===== src/hdl/bpa_pkg.sv =====
`default_nettype none
package bpa_pkg;

	localparam int NUM_BUFFERS = 32;
	localparam int IDX_W = $clog2(NUM_BUFFERS);
	localparam int CNT_W = $clog2(NUM_BUFFERS + 1);

	localparam int BUF_IDX_W = 5;
	localparam int GRANT_W = 5;
	localparam int FREE_W = 6;
	localparam int LEVEL_W = 8;
	localparam int TOTAL_W = 32;
	localparam int LIMIT_W = 8;

	localparam int PADDR_W = 3;
	localparam int PDATA_W = 32;
	localparam logic [LIMIT_W-1:0] LIMIT_RESET = 8'd10;

	typedef enum logic [0:0] {
		CMD_ALLOC = 1'b0,
		CMD_RELEASE = 1'b1
	} cmd_t;

	typedef enum logic [0:0] {
		REG_CONGESTION_LIMIT = 1'b0
	} reg_idx_t;

	typedef struct packed {
		cmd_t cmd;
		logic [BUF_IDX_W-1:0] buffer_index;
	} req_t;

	typedef struct packed {
		logic granted;
		logic [GRANT_W-1:0] grant_index;
		logic [FREE_W-1:0] free_bufs;
		logic congested;
		logic severe_congestion;
		logic [LEVEL_W-1:0] congestion_level;
		logic [TOTAL_W-1:0] alloc_total;
		logic [TOTAL_W-1:0] release_total;
		logic [TOTAL_W-1:0] fail_total;
	} rsp_t;

endpackage
`default_nettype wire


===== src/hdl/bpa_regs.sv =====
`default_nettype none
module bpa_regs import bpa_pkg::*; (
	input wire logic clk,
	input wire logic arst_n,
	input wire logic psel,
	input wire logic penable,
	input wire logic pwrite,
	input wire logic [PADDR_W-1:0] paddr,
	input wire logic [PDATA_W-1:0] pwdata,
	output logic [PDATA_W-1:0] prdata,
	output logic pready,
	output logic [LIMIT_W-1:0] limit
);

	logic [LIMIT_W-1:0] limit_q;
	reg_idx_t reg_sel;
	logic sel_ok;

	always_comb begin
		reg_sel = reg_idx_t'(paddr[PADDR_W-1:2]);
		sel_ok = (paddr[PADDR_W-1:2] == REG_CONGESTION_LIMIT);
	end

	always_ff @(posedge clk or negedge arst_n) begin
		if (!arst_n) begin
			limit_q <= LIMIT_RESET;
		end else if (psel && penable && pwrite && sel_ok) begin
			limit_q <= pwdata[LIMIT_W-1:0];
		end
	end

	always_comb begin
		prdata = '0;
		case (reg_sel)
			REG_CONGESTION_LIMIT: prdata = {{(PDATA_W-LIMIT_W){1'b0}}, limit_q};
			default: prdata = '0;
		endcase
	end

	assign pready = 1'b1;
	assign limit = limit_q;

endmodule
`default_nettype wire


===== src/hdl/bpa_engine.sv =====
`default_nettype none
module bpa_engine import bpa_pkg::*; (
	input wire logic clk,
	input wire logic arst_n,
	input wire logic advance,
	input wire req_t req,
	input wire logic [LIMIT_W-1:0] limit,
	output rsp_t rsp
);

	logic [NUM_BUFFERS-1:0] flags_q, flags_d;
	logic [CNT_W-1:0] used_q, used_d;
	logic [TOTAL_W-1:0] alloc_q, alloc_d;
	logic [TOTAL_W-1:0] release_q, release_d;
	logic [TOTAL_W-1:0] fail_q, fail_d;
	logic [LEVEL_W-1:0] level_q, level_d;
	logic congested_q, congested_d;
	logic severe_q, severe_d;

	logic [NUM_BUFFERS-1:0] free_mask;
	logic found;
	logic [IDX_W-1:0] gidx;
	logic in_range;
	logic [IDX_W-1:0] rel_idx;
	logic hit;
	logic [CNT_W-1:0] free_n;

	always_comb begin
		free_mask = ~flags_q;
		found = |free_mask;
		gidx = '0;
		for (int i = NUM_BUFFERS - 1; i >= 0; i--) begin
			if (free_mask[i]) begin
				gidx = IDX_W'(i);
			end
		end

		in_range = (32'(req.buffer_index) < 32'(NUM_BUFFERS));
		rel_idx = IDX_W'(req.buffer_index);
		hit = in_range && flags_q[rel_idx];

		flags_d = flags_q;
		used_d = used_q;
		alloc_d = alloc_q;
		release_d = release_q;
		fail_d = fail_q;
		level_d = level_q;
		congested_d = congested_q;
		severe_d = severe_q;

		rsp.granted = 1'b0;
		rsp.grant_index = '0;

		case (req.cmd)
			CMD_ALLOC: begin
				if (found) begin
					flags_d[gidx] = 1'b1;
					used_d = used_q + CNT_W'(1);
					alloc_d = alloc_q + TOTAL_W'(1);
					rsp.granted = 1'b1;
					rsp.grant_index = GRANT_W'(gidx);
				end else begin
					fail_d = fail_q + TOTAL_W'(1);
					congested_d = 1'b1;
					if (level_q != {LEVEL_W{1'b1}}) begin
						level_d = level_q + LEVEL_W'(1);
					end
					if (level_d >= limit) begin
						severe_d = 1'b1;
					end
				end
			end
			CMD_RELEASE: begin
				if (hit) begin
					flags_d[rel_idx] = 1'b0;
					used_d = used_q - CNT_W'(1);
					release_d = release_q + TOTAL_W'(1);
					if (used_d < CNT_W'(NUM_BUFFERS / 2)) begin
						level_d = '0;
					end
				end
			end
			default: begin
			end
		endcase

		free_n = CNT_W'(NUM_BUFFERS) - used_d;
		rsp.free_bufs = FREE_W'(free_n);
		rsp.congested = congested_d;
		rsp.severe_congestion = severe_d;
		rsp.congestion_level = level_d;
		rsp.alloc_total = alloc_d;
		rsp.release_total = release_d;
		rsp.fail_total = fail_d;
	end

	always_ff @(posedge clk or negedge arst_n) begin
		if (!arst_n) begin
			flags_q <= '0;
			used_q <= '0;
			alloc_q <= '0;
			release_q <= '0;
			fail_q <= '0;
			level_q <= '0;
			congested_q <= 1'b0;
			severe_q <= 1'b0;
		end else if (advance) begin
			flags_q <= flags_d;
			used_q <= used_d;
			alloc_q <= alloc_d;
			release_q <= release_d;
			fail_q <= fail_d;
			level_q <= level_d;
			congested_q <= congested_d;
			severe_q <= severe_d;
		end
	end

endmodule
`default_nettype wire


===== src/hdl/buffer_pool_allocator_with_congestion.sv =====
`default_nettype none
// Buffer pool allocator: each request (allocate, or release a named buffer) gives one
// response. A request is registered on acceptance, resolved against the pool state when
// it advances (lowest-free priority encoder, counters and congestion flags updated
// together) and the response is registered at the output, so while the output does not
// stall one request is taken and one response delivered per cycle. A request can be
// accepted while a previous response still waits to be taken.
// The congestion limit register (offset 0, reset 10) is written through the APB port;
// the user must write it only while the block is idle, as the block does not enforce it.
module buffer_pool_allocator_with_congestion import bpa_pkg::*; (
	input wire logic clk,
	input wire logic arst_n,
	input wire logic req_valid,
	output logic req_ready,
	input wire req_t req,
	output logic rsp_valid,
	input wire logic rsp_ready,
	output rsp_t rsp,
	input wire logic psel,
	input wire logic penable,
	input wire logic pwrite,
	input wire logic [PADDR_W-1:0] paddr,
	input wire logic [PDATA_W-1:0] pwdata,
	output logic [PDATA_W-1:0] prdata,
	output logic pready
);

	req_t req_s1;
	logic valid_s1;
	rsp_t rsp_s2;
	logic valid_s2;
	rsp_t rsp_d;
	logic advance;
	logic [LIMIT_W-1:0] limit;

	assign advance = valid_s1 && (!valid_s2 || rsp_ready);
	assign req_ready = !valid_s1 || advance;

	always_ff @(posedge clk or negedge arst_n) begin
		if (!arst_n) begin
			valid_s1 <= 1'b0;
			valid_s2 <= 1'b0;
		end else begin
			if (req_ready) begin
				valid_s1 <= req_valid;
			end
			if (advance) begin
				valid_s2 <= 1'b1;
			end else if (rsp_ready) begin
				valid_s2 <= 1'b0;
			end
		end
	end

	always_ff @(posedge clk) begin
		if (req_valid && req_ready) begin
			req_s1 <= req;
		end
		if (advance) begin
			rsp_s2 <= rsp_d;
		end
	end

	bpa_regs u_regs (
		.clk(clk),
		.arst_n(arst_n),
		.psel(psel),
		.penable(penable),
		.pwrite(pwrite),
		.paddr(paddr),
		.pwdata(pwdata),
		.prdata(prdata),
		.pready(pready),
		.limit(limit)
	);

	bpa_engine u_engine (
		.clk(clk),
		.arst_n(arst_n),
		.advance(advance),
		.req(req_s1),
		.limit(limit),
		.rsp(rsp_d)
	);

	assign rsp_valid = valid_s2;
	assign rsp = rsp_s2;

`ifndef NO_ASSERTIONS
	assert property (@(posedge clk) disable iff (!arst_n)
		rsp_valid && rsp.severe_congestion |-> rsp.congested)
		else $error("severe congestion without congestion");

	assert property (@(posedge clk) disable iff (!arst_n)
		rsp_valid && !rsp.granted |-> rsp.grant_index == '0)
		else $error("grant index set without a grant");

	assert property (@(posedge clk) disable iff (!arst_n)
		!valid_s1 |-> req_ready)
		else $error("request stalled with empty input stage");

	assert property (@(posedge clk) disable iff (!arst_n)
		advance |=> rsp_valid)
		else $error("resolved request produced no response");
`endif

endmodule
`default_nettype wire

===== config.mk =====
export PLATFORM = sky130hd
export DESIGN_NAME = buffer_pool_allocator_with_congestion
export DESIGN_NICKNAME = d
export VERILOG_FILES = /design/src/hdl/bpa_pkg.sv /design/src/hdl/bpa_regs.sv /design/src/hdl/bpa_engine.sv /design/src/hdl/buffer_pool_allocator_with_congestion.sv
export SDC_FILE = /design/constraint.sdc
export NUM_CORES = 1
export LEC_CHECK = 0
export BUFFER_PORTS_ARGS = -buffer_cell sky130_fd_sc_hd__buf_2
export CAP_MARGIN = 20
export CORE_MARGIN = 2
export CORE_UTILIZATION = 35
export DETAILED_ROUTE_END_ITERATION = 8
export SETUP_SLACK_MARGIN = 0.2
export SKIP_LAST_GASP = 1
export SLEW_MARGIN = 40
export SYNTH_ARGS = -nofsm -noshare
export SYNTH_HDL_FRONTEND = slang
export SYNTH_SLANG_ARGS = --single-unit

===== constraint.sdc =====
create_clock -name clk -period 15.9 [get_ports clk]
set_input_delay 0.795 -clock clk [delete_from_list [all_inputs] [get_ports clk]]
set_output_delay 0.795 -clock clk [all_outputs]
set_load 0.005 [all_outputs]

==> load_flow_metrics.sql <==
INSERT INTO impl_metrics (metric_group, metric, value, unit) VALUES
('global_routing', 'grt.total_usage', '0.153', ''),
('clock_network', 'cts.hold.buffers_added', '0', ''),
('timing', 'max_freq', '282', 'MHz'),
('yosys', 'synth_top_flop_cell', 'sky130_fd_sc_hd__dfrtp_1', ''),
('clock_network', 'ctsLongestPathBuffers', '3', ''),
('clock_network', 'post_cts.resized_instances', '0', ''),
('finish', 'multiInputGateArea', '5390', 'sq um'),
('drt', 'postRouteAntennaNets', '0', ''),
('timing', 'finalWorstPathRequiredPeriod', '3.55', 'ns'),
('yosys', 'syn-cell-area', '13300', 'sq um'),
('placement', 'gp_congestion', '0.901', ''),
('clock_network', 'post-cts-setup-buffers', '0', ''),
('drt', 'routed-via-count', '9186', ''),
('global_routing', 'grt_antenna_before_repair', '0', ''),
('critical_path', 'crit_path_start_kind', 'flop', ''),
('yosys', 'synth-compound-area-share', '0.0689', ''),
('status', 'run_status', 'complete, no violations', ''),
('floorplanning', 'dieHeight', '199', 'um'),
('drt', 'drt_iter0_markers', '525', ''),
('power', 'powerDensity', '124', 'nW/um^2'),
('clock_network', 'cts_made_buffers', '31', ''),
('finish', 'flow.area_growth_from_synthesis', '18.0', '%'),
('power', 'peakVddDrop', '0.0650', 'mV'),
('placement', 'io_port_bufs', '149', ''),
('yosys', 'synth-async-reset-ratio', '0.554', ''),
('drt', 'wl_per_cell', '15.7', 'um'),
('yosys', 'ys_seq_elements', '278', ''),
('critical_path', 'cp_max_fo', '23', ''),
('timing', 'final_hold_viol_count', '0', ''),
('floorplanning', 'rows', '71', ''),
('drt', 'dr.pass1.iters', '5', ''),
('timing', 'number_of_endpoints_failing_setup_at_the_final_stage', '0', ''),
('placement', 'place.detailed.hpwl', '20.0', 'mm'),
('global_routing', 'total_gr_overflow', '0', ''),
('power', 'power.total', '1950', 'uW'),
('floorplanning', 'fp.dieW', '199', 'um'),
('floorplanning', 'die_area', '39700', 'sq um'),
('finish', 'layout.filler_cells', '3598', ''),
('yosys', 'synthXorXnorAreaFrac', '0.133', ''),
('timing', 'totalNegativeSetupSlack', '0', 'ns'),
('yosys', 'synth-adder-area-share', '0.0141', ''),
('timing', 'grt_setup_unrepaired', 'no', ''),
('floorplanning', 'num_io_pins', '201', ''),
('floorplanning', 'floorplan.initialDensity', '0.355', ''),
('yosys', 'synthesis.instances', '1215', ''),
('finish', 'layout.nets', '1431', ''),
('timing', 'period_share', '0.223', ''),
('drt', 'vias_per_cell', '4.82', ''),
('clock_network', 'clock_latency', '0.58', 'ns'),
('critical_path', 'crit_type', 'reg -> reg', ''),
('finish', 'fraction_of_layout_instances_using_a_drive_strength_above_1', '0.172', ''),
('timing', 'skew', '0.0142', 'ns'),
('yosys', 'synth-edff-count', '124', ''),
('critical_path', 'cp_data_required_time', '16.32', 'ns'),
('yosys', 'synth-seq-area-share', '0.568', ''),
('timing', 'drv_slew', '0', ''),
('timing', 'timing.max_slew.rel_slack', '0.473', ''),
('drt', 'finalWirelength', '29.8', 'mm'),
('worst_hold_path', 'min-delay-path-class', 'in -> async', ''),
('drt', 'detail_route.drc_violations', '0', ''),
('clock_network', 'tritoncts_clock_tree', 'built', ''),
('clock_network', 'tritoncts_num_sinks', '278', ''),
('clock_network', 'clock-root-buffer', 'sky130_fd_sc_hd__clkbuf_16', ''),
('yosys', 'avgSynthCellArea', '11.0', 'sq um'),
('critical_path', 'cp_data_arrival_time', '3.97', 'ns'),
('finish', 'ff_latch_area', '7580', 'sq um'),
('yosys', 'netlist-cell-type-count', '65', ''),
('yosys', 'post_synth_simple_gate_area', '0.159', ''),
('power', 'leakage_power', '0.00689', 'uW'),
('timing', 'timing_worst_slew_pin_value', '0.784', 'ns'),
('timing', 'hold_slack', '0.111', 'ns'),
('global_routing', 'grt_pass1_vias', '9049', ''),
('floorplanning', 'core', '37600', 'sq um'),
('yosys', 'post_synth_mux_area_share', '0.0211', ''),
('global_routing', 'pin_count_of_the_biggest_net_entering_global_routing', '101', ''),
('yosys', 'ys_warn_count', '0', ''),
('yosys', 'main_combinational_cell_family_by_area_after_synthesis', 'simple AND/OR/NAND/NOR gates', ''),
('finish', 'antenna-diode-count', '0', ''),
('flow_run', 'max_capacitance_violation_count', '0', ''),
('clock_network', 'clk_pin_slew_worst_paths', '0.06', 'ns'),
('global_routing', 'wire_length_of_the_first_global_routing_pass', '48.2', 'mm'),
('clock_network', 'htreeDepth', '1', ''),
('critical_path', 'endpoint_kind', 'flop', '');
## final cells by class
cell class	count	area share
flip-flops and latches	278	0.481
multi-input cells	857	0.342
repair buffers	161	0.0563
clock buffers	36	0.0511
well taps	511	0.0406
clock inverters	22	0.0189
inverters	39	0.00977
## worst max-delay path, cell delays in order (launching register included)
cell	delay (ns)
sky130_fd_sc_hd__edfxtp_1	0.74
sky130_fd_sc_hd__buf_8	0.24
sky130_fd_sc_hd__mux2i_1	0.11
sky130_fd_sc_hd__a221oi_1	0.30
sky130_fd_sc_hd__o2111a_1	0.26
sky130_fd_sc_hd__o21ai_2	0.07
sky130_fd_sc_hd__buf_4	0.24
sky130_fd_sc_hd__nor2_1	0.54
sky130_fd_sc_hd__nand3_1	0.48
sky130_fd_sc_hd__o21ai_0	0.29
sky130_fd_sc_hd__o21ai_0	0.12
## final timing paths
check / endpoint / slack, ns / startpoint / depth (start not counted)
max: u_engine.flags_q[8]$_DFFE_PN0P_ / 12.35 / req_s1[1]$_DFFE_PP_ / 10
min: u_engine.flags_q[31]$_DFFE_PN0P_ / 0.11 / arst_n / 1
max in group asynchronous: u_engine.release_q[22]$_DFFE_PN0P_ / 14.94 / arst_n / 3
max reg2reg: u_engine.flags_q[8]$_DFFE_PN0P_ / 12.35 / req_s1[1]$_DFFE_PP_ / 10
min reg2reg: u_engine.congested_q$_DFFE_PN0P_ / 0.46 / u_engine.congested_q$_DFFE_PN0P_ / 1
min in group clk: req_s1[0]$_DFFE_PP_ / 0.40 / req[0] / 1
## per-stage QoR
| stage | cell area, sq um | util | std cells | setup WS (ns) |
|---|---|---|---|---|
| finish | 15700 | 0.419 | 1904 | 12.35 |
| global route | 15700 | 0.419 | 1904 | 12.12 |
| CTS | 15700 | 0.417 | 1902 | 12.47 |
| detailed placement | 14600 | 0.388 | 1844 | 12.32 |
| global placement | 14600 | 0.388 | 1843 | 12.35 |
| floorplan | 13400 | - | 1238 | 10.41 |
## flip-flops by register name (all words and copies together), names as in the netlist
| signal | flops |
|---|---|
| rsp | 118 |
| valid_s1 | 1 |
| req_s1 | 6 |
| u_engine.release_q | 32 |
| u_engine.alloc_q | 32 |
| u_engine.congested_q | 1 |
| rsp_valid | 1 |
| u_engine.used_q | 6 |
| u_engine.severe_q | 1 |
| u_regs.limit | 8 |
| u_engine.fail_q | 32 |
| u_engine.flags_q | 32 |
| u_engine.level_q | 8 |
## Yosys cell counts, drive strengths merged, types with 3 or more instances
| library cell | count | share of area |
|---|---|---|
| a21o | 8 | 0.0045 |
| a21oi | 9 | 0.0034 |
| a221oi | 4 | 0.0026 |
| a22o | 3 | 0.0020 |
| a31oi | 7 | 0.0033 |
| a32oi | 4 | 0.0026 |
| and2 | 6 | 0.0028 |
| and3 | 27 | 0.013 |
| and4 | 6 | 0.0039 |
| buf | 33 | 0.017 |
| clkbuf | 31 | 0.0087 |
| dfrtp | 152 | 0.28 |
| edfxtp | 124 | 0.28 |
| ha | 15 | 0.014 |
| inv | 39 | 0.011 |
| mux2 | 9 | 0.0076 |
| mux2i | 18 | 0.013 |
| nand2 | 128 | 0.036 |
| nand2b | 13 | 0.0061 |
| nand3 | 65 | 0.025 |
| nand4 | 36 | 0.017 |
| nor2 | 102 | 0.029 |
| nor2b | 3 | 0.0014 |
| nor3 | 26 | 0.011 |
| nor4 | 8 | 0.0053 |
| o21a | 3 | 0.0017 |
| o21ai | 98 | 0.037 |
| or2 | 3 | 0.0014 |
| or4 | 4 | 0.0025 |
| xnor2 | 117 | 0.077 |
| xor2 | 85 | 0.056 |
## logic make-up after synthesis
logic type                 after synthesis
and+or+nand+nor                        433
DFF                                    278
xor gates and xnor gates               202
AOI/OAI and AO/OA                      155
buffers and inverters                  103
muxes                                   27
adders and majority gates               15
other                                    2
## where the power goes
part,switching (uW),internal (uW)
clock network,296,475
logic,184,110
registers,59.2,830
total,539,1420
## layer usage
layer,up-vias,part of all wire,GRT usage
met4,0,0.024,0.0495
met3,44,0.061,0.0267
met2,267,0.46,0.247
li1,4498,-,-
met5,-,0,0
met1,4377,0.46,0.210
## placed cells by master (no fill, tap or decap), types with 13 or more instances in the layout
cell                        synthesis  routed
sky130_fd_sc_hd__nand2_1          128     127
sky130_fd_sc_hd__and3_1            27      27
sky130_fd_sc_hd__edfxtp_1         124     124
sky130_fd_sc_hd__inv_1             39      38
sky130_fd_sc_hd__dfrtp_1          152     152
sky130_fd_sc_hd__nor3_1            22      22
sky130_fd_sc_hd__ha_1              15      15
sky130_fd_sc_hd__o21ai_0           97      97
sky130_fd_sc_hd__nand4_1           35      35
sky130_fd_sc_hd__buf_2              2     148
sky130_fd_sc_hd__clkbuf_16          0      31
sky130_fd_sc_hd__xor2_1            85      85
sky130_fd_sc_hd__nand2b_1          13      13
sky130_fd_sc_hd__xnor2_1          117     117
sky130_fd_sc_hd__nand3_1           62      62
sky130_fd_sc_hd__mux2i_1           18      18
sky130_fd_sc_hd__conb_1             2      25
sky130_fd_sc_hd__nor2_1           102     102
Power figures use the tool's default switching activity.
